File: config.mk
export PLATFORM = sky130hd
export DESIGN_NAME = adsr_envelope_with_lfo_ramp
export DESIGN_NICKNAME = d
export VERILOG_FILES = /design/src/adsr_pkg.sv /design/src/adsr_envelope_with_lfo_ramp.sv /design/src/adsr_cfg.sv /design/src/adsr_core.sv
export SDC_FILE = /design/constraint.sdc
export NUM_CORES = 1
export LEC_CHECK = 0
export BUFFER_PORTS_ARGS = -buffer_cell sky130_fd_sc_hd__buf_2
export CAP_MARGIN = 10
export CORE_ASPECT_RATIO = 0.75
export CORE_UTILIZATION = 30
export DETAILED_ROUTE_END_ITERATION = 12
export PLACE_DENSITY = 0.47
export SLEW_MARGIN = 10
export SYNTH_ARGS = -nofsm -noshare
export SYNTH_HDL_FRONTEND = slang
export SYNTH_SLANG_ARGS = --single-unit
File: constraint.sdc
create_clock -name clk_i -period 18.4 [get_ports clk_i]
set_input_delay 0.92 -clock clk_i [delete_from_list [all_inputs] [get_ports clk_i]]
set_output_delay 0.92 -clock clk_i [all_outputs]
set_load 0.1 [all_outputs]
File: src/adsr_pkg.sv
// Shared types and constants for the ADSR envelope generator with LFO ramp.
// Used by the configuration register file, the envelope core and the top level.
package adsr_pkg;

  localparam int unsigned SampleW = 12;
  localparam int unsigned StepW   = 7;
  localparam int unsigned LevelW  = 15;
  localparam int unsigned RampW   = 8;
  localparam int unsigned PhaseW  = 12;
  localparam int unsigned OutW    = 8;
  localparam int unsigned CfgIdxW = 3;
  localparam int unsigned CfgDatW = 15;

  localparam logic [LevelW-1:0] LevelMax  = 15'd32767;
  localparam logic [PhaseW-1:0] PhaseWrap = 12'd2550;
  localparam logic [OutW-1:0]   EnvMax    = 8'd255;

  // level / 100 == (level * 5243) >> 19, exact for every 15-bit level
  localparam logic [12:0] EnvRecip  = 13'd5243;
  localparam int unsigned EnvShift  = 19;
  // phase / 10 == (phase * 6554) >> 16, exact for every 12-bit phase
  localparam logic [12:0] RampRecip = 13'd6554;
  localparam int unsigned RampShift = 16;

  typedef enum logic [1:0] {
    StageAttack  = 2'd0,
    StageDecay   = 2'd1,
    StageSustain = 2'd2,
    StageRelease = 2'd3
  } stage_e;

  typedef enum logic [CfgIdxW-1:0] {
    CfgGateThreshold = 3'd0,
    CfgAttackStep    = 3'd1,
    CfgPeakLevel     = 3'd2,
    CfgDecayStep     = 3'd3,
    CfgSustainLevel  = 3'd4,
    CfgReleaseStep   = 3'd5,
    CfgRampStep      = 3'd6,
    CfgUnused        = 3'd7
  } cfg_idx_e;

  typedef struct packed {
    logic [SampleW-1:0] gate_threshold;
    logic [StepW-1:0]   attack_step;
    logic [LevelW-1:0]  peak_level;
    logic [StepW-1:0]   decay_step;
    logic [LevelW-1:0]  sustain_level;
    logic [StepW-1:0]   release_step;
    logic [RampW-1:0]   ramp_step;
  } cfg_t;

endpackage

File: src/adsr_envelope_with_lfo_ramp.sv
// ADSR envelope generator with a sawtooth LFO ramp, stream in and stream out.
// An item passes through an input register, one update of the envelope state
// and a result register; one item is accepted every cycle as long as results
// are taken.
// Each input item gives exactly one result item. Write configuration only
// while no item is in flight. Depends on adsr_pkg, adsr_cfg and adsr_core.
module adsr_envelope_with_lfo_ramp
  import adsr_pkg::*;
(
  input  logic               clk_i,
  input  logic               rst_ni,
  input  logic               cfg_we_i,
  input  logic [CfgIdxW-1:0] cfg_idx_i,
  input  logic [CfgDatW-1:0] cfg_data_i,
  input  logic               s_axis_tvalid,
  output logic               s_axis_tready,
  input  logic [15:0]        s_axis_tdata,  // [11:0] gate_sample, [15:12] zero
  output logic               m_axis_tvalid,
  input  logic               m_axis_tready,
  output logic [15:0]        m_axis_tdata   // [7:0] envelope_value, [15:8] ramp_value
);

  cfg_t               cfg;
  logic               in_valid_q;
  logic [SampleW-1:0] sample_q;
  logic               out_valid_q;
  logic [OutW-1:0]    env_q, ramp_q, env, ramp;
  logic               advance;

  adsr_cfg u_cfg (
    .clk_i      (clk_i),
    .rst_ni     (rst_ni),
    .cfg_we_i   (cfg_we_i),
    .cfg_idx_i  (cfg_idx_i),
    .cfg_data_i (cfg_data_i),
    .cfg_o      (cfg)
  );

  // move the held item into the result register when that slot frees up
  assign advance       = in_valid_q && (!out_valid_q || m_axis_tready);
  assign s_axis_tready = !in_valid_q || advance;

  adsr_core u_core (
    .clk_i    (clk_i),
    .rst_ni   (rst_ni),
    .cfg_i    (cfg),
    .step_i   (advance),
    .sample_i (sample_q),
    .env_o    (env),
    .ramp_o   (ramp)
  );

  always_ff @(posedge clk_i or negedge rst_ni) begin
    if (!rst_ni) begin
      in_valid_q  <= 1'b0;
      out_valid_q <= 1'b0;
    end else begin
      if (s_axis_tready) in_valid_q <= s_axis_tvalid;
      if (advance) begin
        out_valid_q <= 1'b1;
      end else if (m_axis_tready) begin
        out_valid_q <= 1'b0;
      end
    end
  end

  always_ff @(posedge clk_i) begin
    if (s_axis_tready && s_axis_tvalid) sample_q <= s_axis_tdata[SampleW-1:0];
    if (advance) begin
      env_q  <= env;
      ramp_q <= ramp;
    end
  end

  assign m_axis_tvalid = out_valid_q;
  assign m_axis_tdata  = {ramp_q, env_q};

endmodule

File: src/adsr_cfg.sv
// Configuration register file for the ADSR envelope generator.
// Depends on adsr_pkg for the register index codes and the cfg_t bundle.
module adsr_cfg
  import adsr_pkg::*;
(
  input  logic               clk_i,
  input  logic               rst_ni,
  input  logic               cfg_we_i,
  input  logic [CfgIdxW-1:0] cfg_idx_i,
  input  logic [CfgDatW-1:0] cfg_data_i,
  output cfg_t               cfg_o
);

  cfg_t cfg_q, cfg_d;

  always_comb begin
    cfg_d = cfg_q;
    if (cfg_we_i) begin
      unique case (cfg_idx_e'(cfg_idx_i))
        CfgGateThreshold: cfg_d.gate_threshold = cfg_data_i[SampleW-1:0];
        CfgAttackStep:    cfg_d.attack_step    = cfg_data_i[StepW-1:0];
        CfgPeakLevel:     cfg_d.peak_level     = cfg_data_i[LevelW-1:0];
        CfgDecayStep:     cfg_d.decay_step     = cfg_data_i[StepW-1:0];
        CfgSustainLevel:  cfg_d.sustain_level  = cfg_data_i[LevelW-1:0];
        CfgReleaseStep:   cfg_d.release_step   = cfg_data_i[StepW-1:0];
        CfgRampStep:      cfg_d.ramp_step      = cfg_data_i[RampW-1:0];
        default:          cfg_d = cfg_q;
      endcase
    end
  end

  always_ff @(posedge clk_i or negedge rst_ni) begin
    if (!rst_ni) begin
      cfg_q.gate_threshold <= 12'd100;
      cfg_q.attack_step    <= 7'd10;
      cfg_q.peak_level     <= 15'd22000;
      cfg_q.decay_step     <= 7'd10;
      cfg_q.sustain_level  <= 15'd20000;
      cfg_q.release_step   <= 7'd2;
      cfg_q.ramp_step      <= 8'd2;
    end else begin
      cfg_q <= cfg_d;
    end
  end

  assign cfg_o = cfg_q;

endmodule

File: src/adsr_core.sv
// Envelope and ramp state with the per-tick update and output scaling.
// Depends on adsr_pkg; the state advances only on step_i.
module adsr_core
  import adsr_pkg::*;
(
  input  logic               clk_i,
  input  logic               rst_ni,
  input  cfg_t               cfg_i,
  input  logic               step_i,
  input  logic [SampleW-1:0] sample_i,
  output logic [OutW-1:0]    env_o,
  output logic [OutW-1:0]    ramp_o
);

  stage_e            stage_q, stage_d, stage_gated;
  logic [LevelW-1:0] level_q, level_d;
  logic [PhaseW-1:0] phase_q, phase_d, phase_sum;
  logic [LevelW:0]   level_rise;
  logic [LevelW-1:0] level_sat;
  logic              gate_on;
  logic [27:0]       env_prod;
  logic [24:0]       ramp_prod;
  logic [8:0]        env_quot;

  assign gate_on = sample_i > cfg_i.gate_threshold;

  always_comb begin
    phase_sum = phase_q + PhaseW'(cfg_i.ramp_step);
    phase_d   = (phase_sum >= PhaseWrap) ? phase_sum - PhaseWrap : phase_sum;
  end

  always_comb begin
    if (!gate_on) begin
      stage_gated = StageRelease;
    end else if (stage_q == StageRelease) begin
      stage_gated = StageAttack;
    end else begin
      stage_gated = stage_q;
    end

    level_rise = {1'b0, level_q} + (LevelW+1)'(cfg_i.attack_step);
    level_sat  = level_rise[LevelW] ? LevelMax : level_rise[LevelW-1:0];

    stage_d = stage_gated;
    unique case (stage_gated)
      StageAttack: begin
        level_d = level_sat;
        if (level_sat > cfg_i.peak_level) stage_d = StageDecay;
      end
      StageDecay: begin
        level_d = (level_q > LevelW'(cfg_i.decay_step)) ?
                  level_q - LevelW'(cfg_i.decay_step) : '0;
        if (level_d < cfg_i.sustain_level) stage_d = StageSustain;
      end
      StageSustain: begin
        level_d = cfg_i.sustain_level;
      end
      StageRelease: begin
        level_d = (level_q > LevelW'(cfg_i.release_step)) ?
                  level_q - LevelW'(cfg_i.release_step) : '0;
      end
      default: begin
        level_d = level_q;
      end
    endcase
  end

  // divide by constant through reciprocal multiply
  assign env_prod  = 28'(level_d) * 28'(EnvRecip);
  assign env_quot  = env_prod[EnvShift +: 9];
  assign env_o     = (env_quot > 9'(EnvMax)) ? EnvMax : env_quot[OutW-1:0];
  assign ramp_prod = 25'(phase_d) * 25'(RampRecip);
  assign ramp_o    = ramp_prod[RampShift +: OutW];

  always_ff @(posedge clk_i or negedge rst_ni) begin
    if (!rst_ni) begin
      stage_q <= StageAttack;
      level_q <= '0;
      phase_q <= '0;
    end else if (step_i) begin
      stage_q <= stage_d;
      level_q <= level_d;
      phase_q <= phase_d;
    end
  end

endmodule
# Yosys cells after proc, flatten, opt, wreduce, memory -nomap -nowiden
# Cells that the tools add are included.
[totals]
ff_bits = 130
inputBits = 39
[op_classes]
n_mux = 12
order_cmp = 7
multipliers = 2
reduce_logical = 16
eq_ne = 10
add_sub_neg = 5
[ops]
columns = ["operator", "n"]
rows = [
  ["one-hot mux 15 bit (4 select lines)", 1],
  ["two-way mux 15 bit", 3],
  ["> comparator 15 x 7 -> 1 bit", 2],
  ["subtractor 15 x 7 -> 15 bit", 2],
  ["multiplier 15 x 13 -> 28 bit (second input constant)", 1],
  ["multiplier 12 x 12 -> 23 bit (second input constant)", 1],
  ["adder 15 x 7 -> 16 bit", 1],
  ["> comparator 15 bit", 1],
  ["less-than comparator 15 bit", 1],
  ["AND reduction 2 bit", 7],
  ["adder 12 x 8 -> 12 bit", 1],
  [">= comparator 12 bit (second input constant)", 1],
  ["> comparator 12 bit", 1],
  ["two-way mux 12 bit", 1],
  ["subtractor 12 bit (second input constant)", 1],
  ["== test 3 bit (second input constant)", 3],
  ["> comparator 9 x 8 -> 1 bit (second input constant)", 1],
  ["two-way mux 2 bit", 4],
  ["== test 2 bit (second input constant)", 3],
  ["== test 3 x 2 -> 1 bit (second input constant)", 2],
  ["one-hot mux 2 bit (2 select lines)", 1],
  ["== test 3 x 1 -> 1 bit (second input constant)", 1],
  ["logical NOT 3 bit", 1],
  ["== test 2 x 1 -> 1 bit (second input constant)", 1],
  ["6 further kinds", 10],
]

# Depth between registers and ports, before layout
# Gate-level depths: netlist (run 1).
[logic_depth]
word_depth = 7
mapped_depth = 31
ltp_nobuf = 31

# Cells and area by module
# From an unflattened synthesis (run 1), not the netlist that was laid out.
[unflattened]
hier_cells = 1482
area_unflattened_um2 = 14804.2
[modules_own_cells]
columns = ["mod", "n_inst", "area_per_inst_um2", "cells_per_inst", "seq_area_each_um2"]
rows = [
  ["adsr_core", 1, 11129.4, 1290, 725.7],
  ["adsr_cfg", 1, 2730.1, 156, 1804.2],
  ["adsr_envelope_with_lfo_ramp", 1, 944.7, 36, 890.9],
]

# Worst setup path after synthesis (run 1)
# OpenSTA, ideal clock, no wires.
[synth_timing]
kind = "flip-flop to flip-flop"
from = "register u_cfg.cfg_q (netlist bit u_cfg.cfg_o[31])"
to = "register env_q[6], data pin"
slack_ps = 10922
setup_ps = 254
synth_period_minus_slack_ps = 7478
stages_incl_launch_ff = 30
required_ps = 18146
path_buffers = 0
arrival_time_ps = 7224
cell_sequence = "dfstp_2 inv_1 ha_1 nor2b_1 o31a_2 o21ai_2 o21a_1 a211oi_1 o221ai_1 a2bb2oi_1 inv_1 fa_1 inv_1 ha_1 inv_1 fa_1 inv_1 fa_1 inv_1 fa_1 inv_1 ha_1 nor2_1 nand2_1 o31a_1 o31a_1 a41oi_4 a21boi_1 or3_1 a21o_1"
[synth_via]
elab_chain_len = 5
elab_cells_between_ends = 6
classes_between = "add/sub: 1; mul: 1; order compare: 2; mux: 2"
[synth_lines]
columns = ["element", "line", "source"]
rows = [
  ["start: declaration", "adsr_cfg.sv:14", "cfg_t cfg_q, cfg_d;"],
  ["start signal: assignment", "adsr_cfg.sv:42", "cfg_q <= cfg_d;"],
  ["subtractor 15 x 7 -> 15 bit or > comparator 15 x 7 -> 1 bit (tied branches)", "adsr_core.sv:52, adsr_core.sv:51", ""],
  ["two-way mux 15 bit *", "adsr_core.sv:51", "level_d = (level_q > LevelW'(cfg_i.decay_step)) ?"],
  ["one-hot mux 15 bit (4 select lines) *", "adsr_core.sv:45", "unique case (stage_gated)"],
  ["via u_core.level_d[12]", "adsr_core.sv:16", "logic [LevelW-1:0] level_q, level_d;"],
  ["multiplier 15 x 13 -> 28 bit *", "adsr_core.sv:69", "assign env_prod = 28'(level_d) * 28'(EnvRecip);"],
  ["> comparator 9 x 8 -> 1 bit", "adsr_core.sv:71", "assign env_o = (env_quot > 9'(EnvMax)) ? EnvMax : env_quot[OutW-1:0];"],
  ["end signal: assignment", "adsr_envelope_with_lfo_ramp.sv:70", "env_q <= env;"],
  ["end: declaration", "adsr_envelope_with_lfo_ramp.sv:27", "logic [OutW-1:0] env_q, ramp_q, env, ramp;"],
]
# Mark *: on every way through the listed nets, which the timed path passes. The rest lies on a longest branch.
# A chain may end at the register's enable or synchronous reset.

# Worst setup path after layout (run 1)
[layout_timing]
from = "register u_cfg.cfg_q (netlist bit u_cfg.cfg_o[64])"
to = "register env_q[6], data pin"
[layout_via]
elab_chain_len = 6
elab_cells_between_ends = 9
classes_between = "mul: 1; order compare: 2; eq/ne: 3; mux: 2; reduce/logical: 1"
[layout_lines]
columns = ["element", "line", "source"]
rows = [
  ["> comparator 12 bit *", "adsr_core.sv:25", "assign gate_on = sample_i > cfg_i.gate_threshold;"],
  ["two-way mux 2 bit *", "adsr_core.sv:33", "if (!gate_on) begin"],
  ["== test 2 bit, or another cell as far along", "adsr_core.sv:45", ""],
  ["one-hot mux 15 bit (4 select lines) *", "adsr_core.sv:45", ""],
  ["via u_core.level_d[2]", "adsr_core.sv:16", ""],
  ["multiplier 15 x 13 -> 28 bit *", "adsr_core.sv:69", ""],
  ["> comparator 9 x 8 -> 1 bit", "adsr_core.sv:71", ""],
]
# Marked as above.

==> impl_metrics.json, run 1 <==
{
  "grt_pass1_wl_um": 60160,
  "tightest_slew_ns": 1.077,
  "crit_buf_inv": 5,
  "reg2reg_to": "env_q[6]$_SDFFCE_PN1P_",
  "max_freq_mhz": 115.3,
  "die_area_um2": 49360,
  "setup_viol": 0,
  "port-buffer-count": 52,
  "cp_slowest_cell": "a22oi_1",
  "worstPathArrival_ns": 8.87,
  "finalNetCount": 1963,
  "post-route-period-util_pct": 47.12,
  "area_growth_pct": 10.91,
  "worstPathMaxFanout": 8,
  "finalMaxSlewViolations": 0,
  "core_um2": 47570,
  "first_iter_violations": 561,
  "cts_setup_buffers": 0,
  "dp_hpwl_um": 29570,
  "r2r-start": "u_cfg.cfg_o[64]$_DFFE_PN1P_",
  "max_slew_margin_pct": 28.09,
  "place.gp.congestion": 0.8818,
  "cts-resized-gates": 0,
  "max_stage_delay_ns": 0.88,
  "die_y_um": 192.7,
  "grt_pass1_vias": 10780,
  "r2r_setup_slack_ns": 9.73,
  "syn-mean-instance-area_um2": 9.630,
  "worstPathRequired_ns": 18.60,
  "rr_worst_depth": 27,
  "syn_nets": 1912,
  "postCtsHoldBufs": 0,
  "finalClockSkew_ns": 0.01245,
  "overflow": 0,
  "cts_sinks": 130,
  "ys.flop_type": "dfrtp_1",
  "synth_edf_count": 28,
  "fin_crit_ns": 8.671,
  "async_flop_share_pct": 78.46,
  "grt_max_degree": 59,
  "ys_seq_area_share_pct": 23.52,
  "startpoint_type": "flop",
  "die_x_um": 256.2,
  "cts_buffers": 17,
  "outcome": "finished clean",
  "netlist-cell-type-count": 79,
  "grt_setup_unrepaired": "false",
  "wirelength_um": 36010,
  "num_antenna_cells": 0,
  "path_class": "flop to flop",
  "io-pin-count": 57,
  "wire_per_inst_um": 16.27,
  "antenna_found_initial": 2,
  "synth_warnings": 0,
  "vias": 10460,
  "initial_core_util_pct": 30.57,
  "fp-row-count": 69,
  "drive_above_1_share_pct": 12.90,
  "hold_class": "primary input to asynchronous set/reset pin",
  "drcViolationCount": 0,
  "crit_top_cell": "inv_1",
  "root_buffer": "clkbuf_16",
  "cts_buffer_depth": 2,
  "cts_htree_levels": 4,
  "clkLatencyLatePin_ns": 0.45,
  "setup_tns_ns": 0,
  "grt.total_usage_pct": 15.75,
  "end_kind": "flop",
  "routed_via_density": 4.728,
  "first_pass_iters": 8,
  "finalHoldViolCount": 0,
  "max_cap_viol_count": 0,
  "netlist_instances": 1510,
  "synthesis.area_um2": 14540,
  "cts_tree": "built",
  "ys_ff_latch": 130,
  "ant_nets": 0,
  "crit_family": "compound AO/OA/AOI/OAI gates",
  "clkTransAtPathRegs_ns": 0.07
}
-- how the worst max path moves through the flow --
stage | cells after the start | to | startpoint
after floorplan | 29 | env_q[6]$_SDFFCE_PN1P_ | u_cfg.cfg_o[31]$_DFFE_PN1P_
after global placement | 27 | env_q[5]$_SDFFCE_PN1P_ | u_cfg.cfg_o[64]$_DFFE_PN1P_
after detailed placement | 27 | env_q[0]$_SDFFCE_PN1P_ | u_cfg.cfg_o[64]$_DFFE_PN1P_
after CTS | 27 | env_q[0]$_SDFFCE_PN1P_ | u_cfg.cfg_o[64]$_DFFE_PN1P_
after global routing | 27 | env_q[0]$_SDFFCE_PN1P_ | u_cfg.cfg_o[64]$_DFFE_PN1P_
final | 27 | env_q[6]$_SDFFCE_PN1P_ | u_cfg.cfg_o[64]$_DFFE_PN1P_
-- metrics by stage --
stage / setup slack [ns] / hold slack, ns / cells / instance area (µm²) / util, %
final: 9.729 / 0.4845 / 2213 / 16130 / 33.90
after global routing: 9.089 / 0.5155 / 2213 / 16130 / 33.90
after CTS: 9.561 / 0.4874 / 2213 / 16120 / 33.89
after detailed placement: 9.587 / 0.4905 / 2181 / 15570 / 32.74
after global placement: 9.642 / 0.4810 / 2181 / 15570 / 32.74
after floorplan: 10.92 / 0.4538 / 1510 / 14540 / -
-- area by class of cell --
cell class              instances  area, µm²
repair buffers                 63      345.3
clock buffers                  17      425.4
inverters                     299       1122
well taps                     639      799.5
flip-flops and latches        130       3421
multi-input cells            1050       9893
fillers                      4917      31440
clock inverters                15      121.4
-- cells in the mapped netlist (20+ instances only) --
master,number,area share [%]
dfstp_2,22,4.0
fa_1,111,15
inv_1,298,7.7
a21o_1,29,1.5
mux2_2,52,4.0
nand2b_1,20,0.86
o21ai_0,89,3.1
nor2_1,59,1.5
dfrtp_1,80,14
edfxtp_1,28,5.8
nand2_1,94,2.4
a21oi_1,56,1.9
ha_1,252,22
xnor2_1,31,1.9
clkbuf_1,24,0.62
-- logic make-up (layout without fill, tap and decap cells) --
group,count (synthesis),count (layout),share of synthesized area [%]
AND/OR/NAND/NOR,293,293,10.17
multiplexers,59,59,4.509
flip-flops,130,130,23.52
XOR/XNOR,49,49,3.003
buffers and inverters,330,394,8.587
adder cells (fa/ha/maj),363,363,36.96
AO/OA/AOI/OAI,286,286,13.24
-- state kept, by name (all words and copies together) (netlist names) --
signal / flops
u_cfg.cfg_o: 71
u_core.level_q: 15
sample_q: 12
u_core.phase_q: 12
env_q: 8
ramp_q: 8
u_core.stage_q: 2
in_valid_q: 1
m_axis_tvalid: 1
-- cells in the final DEF (no fill, tap or decap), types with 6 or more instances in the layout --
cell         n
dfrtp_1     80
o221ai_1     9
fa_1       111
nand2_1     94
nand3_1     14
a21o_1      29
buf_2       51
buf_4       12
mux2i_1      7
or2_2        6
and2_1       9
clkbuf_16   17
dfstp_2     22
a31oi_1      7
nor2_1      59
mux2_2      52
xor2_1      17
o21ai_0     89
edfxtp_1    28
inv_1      298
nor3_1      15
nand4_1     17
o211ai_1     6
a21oi_1     56
a211oi_1    12
nor2b_1     14
a22oi_1      6
ha_1       252
or3_1        9
o21a_1       9
o21bai_1     6
and3_1       7
xnor2_1     31
nand2b_1    20
-- metal layers --
layer	share of wire [%]	GRT usage (%)	vias to the layer above
met2	39	22.53	206
met3	4.7	2.929	24
met4	1.1	3.386	0
met1	55	24.13	5012
met5	0	0	-
li1	-	-	5222
-- worst register-to-register path, cell delays in order (launching register included) --
cell and delay (ns):
dfstp_2 0.52, inv_1 0.04, ha_1 0.29, a21o_1 0.18, a21oi_1 0.14, o21ai_1 0.10
a2111oi_2 0.68, nor2_1 0.33, and3_1 0.38, a22oi_1 0.89, inv_1 0.25, fa_1 0.59
inv_1 0.04, ha_1 0.19, fa_1 0.48, ha_1 0.28, inv_1 0.06, fa_1 0.53
inv_1 0.04, ha_1 0.22, a2111oi_2 0.40, o21ai_1 0.12, o211a_1 0.31, o31a_1 0.40
a41oi_4 0.32, a21boi_1 0.14, or3_1 0.33, a21o_1 0.18
Power of run 1 is left out: the tool's default activity adds up to more than one toggle a clock period on the data nets, which glitch-free logic cannot reach.
==> inputs of run 2 (changes only) <==
ABC_AREA = 1   (was not set)
PLACE_DENSITY = 0.48   (was 0.47)
clock period = 7.1 ns   (was 18.4 ns; I/O delays follow)
==> run 2 against run 1 <==
Net effect: the run now ends with DRC left; die area grew 3.6%; clock skew shrank 0.0028 ns; synthesized area grew 3.7%; via count grew 15%; setup slack lost 9.3 ns; critical path type unchanged; largest cell class unchanged.
==> impl_metrics.json, run 2 <==
{
  "outcome": "complete, but fails checks",
  "violations": "DRC",
  "wirelength_um": 38800,
  "crit_top_cell": "inv_1",
  "clkLatencyLatePin_ns": 0.45,
  "rr_worst_depth": 30,
  "dp_hpwl_um": 32550,
  "port-buffer-count": 52,
  "synth_edf_count": 28,
  "hold_end": "sample_q[8]$_DFFE_PP_",
  "path_class": "flop to flop",
  "cts_buffers": 17,
  "tightest_slew_ns": 0.9060,
  "fin_crit_ns": 6.705,
  "crit_start": "u_cfg.cfg_o[31]$_DFFE_PN1P_",
  "finalClockSkew_ns": 0.009670,
  "io-pin-count": 57,
  "synthTopCellsByArea": "ha_1 (21%), fa_1 (15%), dfrtp_1 (13%)",
  "grt_max_degree": 65,
  "cts_buffer_depth": 2,
  "netlist_instances": 1890,
  "yosys.cell_count.top_type": "inv_1",
  "holdWs_ns": 0.07274,
  "finalNetCount": 2372,
  "r2r_setup_slack_ns": 0.39,
  "ys_ff_latch": 130,
  "area_growth_pct": 13.57,
  "syn_nets": 2292,
  "max_cap_viol_count": 0,
  "post-route-period-util_pct": 94.44,
  "largest_register_ffs": 71,
  "overflow": 0,
  "layout_setup_ws_ns": 0.3947,
  "grt_setup_unrepaired": "true",
  "async_flop_share_pct": 78.46,
  "routed_via_density": 4.586,
  "synthesis.area_um2": 15080,
  "drcViolationCount": 2,
  "synth_warnings": 0,
  "max_slew_margin_pct": 39.46,
  "startpoint_type": "flop",
  "cts_htree_levels": 4,
  "first_iter_violations": 713,
  "cp_slowest_cell": "fa_1",
  "cts_tree": "built",
  "place_ws_ns": 0.1208,
  "initial_core_util_pct": 30.69,
  "antenna_found_initial": 0,
  "min-delay-start": "s_axis_tdata[8]",
  "worstPathMaxFanout": 5,
  "core_um2": 49130,
  "first_pass_iters": 9,
  "worstPathRequired_ns": 7.30,
  "worstPathArrival_ns": 6.91,
  "r2r-start": "u_cfg.cfg_o[31]$_DFFE_PN1P_",
  "clkTransAtPathRegs_ns": 0.07,
  "hold_class": "primary input to flop",
  "synth_top_area_share_pct": 20.91,
  "num_antenna_cells": 0,
  "reg2reg_to": "env_q[5]$_SDFFCE_PN1P_",
  "die_x_um": 260.9,
  "fp-row-count": 70,
  "ys_seq_area_share_pct": 22.69,
  "ys.flop_type": "dfrtp_1",
  "max_stage_delay_ns": 0.54,
  "grt_pass1_vias": 12310,
  "die_y_um": 196.1,
  "finalMaxSlewViolations": 0,
  "ant_nets": 0,
  "synth_top_area_cell": "ha_1",
  "cts_sinks": 130,
  "min_path_cells": 1,
  "synthTopCellsByCount": "inv_1 (405), nand2_1 (393), ha_1 (252)",
  "grt_pass1_wl_um": 64910,
  "final_cell_mix": "inv_1 (399), nand2_1 (386), ha_1 (249)",
  "root_buffer": "clkbuf_16",
  "die_area_um2": 51170,
  "finalHoldViolCount": 0,
  "netlist-cell-type-count": 50,
  "end_kind": "flop",
  "wire_per_inst_um": 14.75,
  "grt.total_usage_pct": 16.24,
  "setup_viol": 0,
  "mostFrequentLayoutCell": "inv_1",
  "max_freq_mhz": 149.1,
  "drive_above_1_share_pct": 11.09,
  "vias": 12070,
  "place.gp.congestion": 0.8810,
  "syn-mean-instance-area_um2": 7.977
}
run 2: cell types whose count changed after synthesis, sizes merged, moves of 18 or more:
cell	previous run	this run
a21oi	56	84
mux2	52	0
nand3	14	90
o21ai	95	135
a21o	29	3
nand2b	20	0
nor2	59	101
xor2	17	35
nand2	94	400
inv	299	412
run 2: timing repair:
item / in CTS / in global routing
setup endpoints to repair: 0 / 12
buffers inserted: 0 / 4
hold buffers: 1 / 0
endpoints found under the hold margin: 33 / 0
gates resized for setup: 0 / 56
run 2: worst max path at each step:
stage | endpoint | cells past startpoint
6_report | env_q[5]$_SDFFCE_PN1P_ | 30
5_1_grt | env_q[4]$_SDFFCE_PN1P_ | 36
4_1_cts | env_q[4]$_SDFFCE_PN1P_ | 37
3_5_place_dp | env_q[4]$_SDFFCE_PN1P_ | 37
3_3_place_gp | env_q[4]$_SDFFCE_PN1P_ | 37
2_1_floorplan | env_q[4]$_SDFFCE_PN1P_ | 35
run 2: routing by layer:
layer	global-route usage (%)	vias to the layer above	wire length, µm
met5	0	-	0
met4	3.509	0	472
met3	2.481	26	1103
met2	24.05	160	15900
met1	24.53	5705	21320
li1	-	6174	-
run 2: through the flow:
stage	setup TNS [ns]	instances	util, %	area [µm²]
finish	0	2631	34.85	17120
floorplan	0	1890	-	15080
detailed placement	0	2593	33.07	16250
global placement	0	2593	33.07	16250
global route	-0.09941	2631	34.85	17120
CTS	0	2626	34.35	16880
run 2: layout make-up:
type                    instances  area, µm²
clock buffers                  19      454.2
clock inverters                13      163.9
fillers                      5188      32010
inverters                     413       1554
multi-input cells            1321      10190
flip-flops and latches        130       3421
well taps                     648      810.8
repair buffers                 87      528.0
run 2: logic make-up (layout without fill, tap and decap cells):
group / after synthesis / after routing / synth area share [%]
and+or+nand+nor: 659 / 660 / 18.66
buffers and inverters: 440 / 532 / 11.13
adders and majority gates: 363 / 363 / 35.65
AOI/OAI and AO/OA: 248 / 248 / 8.813
DFF: 130 / 130 / 22.69
xor gates and xnor gates: 50 / 50 / 3.054
run 2: critical path: cells and delay by family (launching register included):
kind | cells | cell delay, ns
AOI/OAI and AO/OA | 6 | 1.14
xor gates and xnor gates | 1 | 0.17
adders and majority gates | 7 | 2.91
buffers and inverters | 7 | 0.65
DFF | 1 | 0.53
and+or+nand+nor | 9 | 1.04
Power of run 2 is left out for the same reason.
==> inputs of run 3 (changes only) <==
MAX_ROUTING_LAYER = met4   (was not set)
PLACE_DENSITY = 0.47   (was 0.48)
clock period = 7.75 ns   (was 7.1 ns; I/O delays follow)
==> run 3 against run 2 <==
Net effect: die area stayed put; first-iteration DRC count is 5.3% lower; hold slack better by 0.042 ns; register-to-register slack better by 0.30 ns; critical path depth is 1 lower; the run now ends clean; clock skew is 0.0012 ns higher.
==> impl_metrics.json, run 3 (synthesized netlist as in run 2, its figures left out) <==
{
  "worstPathArrival_ns": 7.24,
  "mostFrequentLayoutCell": "inv_1",
  "post-route-period-util_pct": 91.08,
  "hold_class": "primary input to flop",
  "startpoint_type": "flop",
  "final_cell_mix": "inv_1 (405), nand2_1 (393), ha_1 (252)",
  "root_buffer": "clkbuf_16",
  "port-buffer-count": 52,
  "largest_register_ffs": 71,
  "first_iter_violations": 675,
  "grt_pass1_vias": 11940,
  "crit_top_cell": "inv_1",
  "cp_slowest_cell": "dfstp_2",
  "area_growth_pct": 10.75,
  "path_class": "flop to flop",
  "cp.depth": 29,
  "drive_above_1_share_pct": 7.908,
  "worstPathMaxFanout": 13,
  "dp_hpwl_um": 32250,
  "vias": 11930,
  "die_y_um": 196.1,
  "ant_nets": 0,
  "max_stage_delay_ns": 0.53,
  "wirelength_um": 38260,
  "grt_pass1_wl_um": 63910,
  "cts_buffer_depth": 2,
  "die_area_um2": 51170,
  "setup_tns_ns": 0,
  "initial_core_util_pct": 30.69,
  "grt.total_usage_pct": 16.52,
  "wire_per_inst_um": 14.67,
  "finalMaxSlewViolations": 0,
  "drcViolationCount": 0,
  "cts_buffers": 17,
  "finalNetCount": 2349,
  "end_kind": "flop",
  "cts_setup_buffers": 0,
  "tightest_slew_ns": 0.9294,
  "crit_buf_inv": 6,
  "clkTransAtPathRegs_ns": 0.07,
  "overflow": 0,
  "grt_max_degree": 55,
  "cts_tree": "built",
  "core_um2": 49130,
  "rr_worst_depth": 29,
  "finalClockSkew_ns": 0.01091,
  "utilization_pct": 33.98,
  "max_cap_viol_count": 0,
  "cts_sinks": 130,
  "worstPathRequired_ns": 7.94,
  "antenna_found_initial": 0,
  "grt_setup_unrepaired": "false",
  "die_x_um": 260.9,
  "setup_viol": 0,
  "place.gp.congestion": 0.8917,
  "clkLatencyLatePin_ns": 0.45,
  "routed_via_density": 4.573,
  "fin_crit_ns": 7.058,
  "outcome": "finished clean",
  "cts_htree_levels": 4,
  "crit_family": "adder cells",
  "max_freq_mhz": 141.7,
  "min_path_cells": 1,
  "num_antenna_cells": 0,
  "fp-row-count": 70,
  "io-pin-count": 57,
  "finalHoldViolCount": 0,
  "first_pass_iters": 5,
  "max_slew_margin_pct": 37.89
}
run 3: changes by cell type in the layout (fill, tap and decap cells not counted), sizes merged:
| cell | change |
|---|---|
| buf | -22 |
| clkbuf | -2 |
| inv | +2 |
| bufinv | -1 |
| clkinvlp | +1 |
| nand3 | -1 |
run 3: worst paths after layout:
| check | slack (ns) | to | start |
|---|---|---|---|
| setup / recovery | 0.69 | env_q[5]$_SDFFCE_PN1P_ | u_cfg.cfg_o[64]$_DFFE_PN1P_ |
| setup reg to reg | 0.69 | env_q[5]$_SDFFCE_PN1P_ | u_cfg.cfg_o[64]$_DFFE_PN1P_ |
| hold / removal | 0.11 | sample_q[0]$_DFFE_PP_ | s_axis_tdata[0] |
| max in group asynchronous | 6.07 | u_cfg.cfg_o[6]$_DFFE_PN0P_ | rst_ni |
| min in group asynchronous | 0.55 | u_cfg.cfg_o[50]$_DFFE_PN0P_ | rst_ni |
| hold reg to reg | 0.48 | u_core.phase_q[2]$_DFFE_PN0P_ | u_core.phase_q[2]$_DFFE_PN0P_ |
run 3: cell type report:
type	instances	area (µm²)
clock buffers	17	425.4
clock inverters	15	143.9
fillers	5212	32440
inverters	413	1550
multi-input cells	1320	9983
flip-flops and latches	130	3421
well taps	648	810.8
repair buffers	65	362.8
run 3: metrics by stage:
stage	setup slack, ns	cell area [µm²]	cells	hold WS, ns
6_report	0.6916	16700	2608	0.1144
5_1_grt	0.08874	16700	2608	0.08922
4_1_cts	0.6680	16690	2608	0.08857
3_5_place_dp	0.6926	16110	2575	0.4709
3_3_place_gp	0.7045	16110	2575	0.4678
2_1_floorplan	1.461	15080	1890	0.09191
run 3: what timing repair did:
| action | CTS | global route |
|---|---|---|
| hold endpoints to repair | 4 | 0 |
| endpoints found under the setup margin | 0 | 1 |
| hold buffers | 1 | 0 |
| gates resized for setup | 0 | 1 |
run 3: metal layers:
metal  share of wire [%]  routed length [µm]  track usage [%]  up-vias
met1                  54               20720            24.39     5593
met5                   0                   0                -        -
met2                  41               15630            23.51      193
met4                 1.2                 469            3.747        0
li1                    -                   -                -     6115
met3                 3.8                1451            2.351       26
Power of run 3 is left out for the same reason.
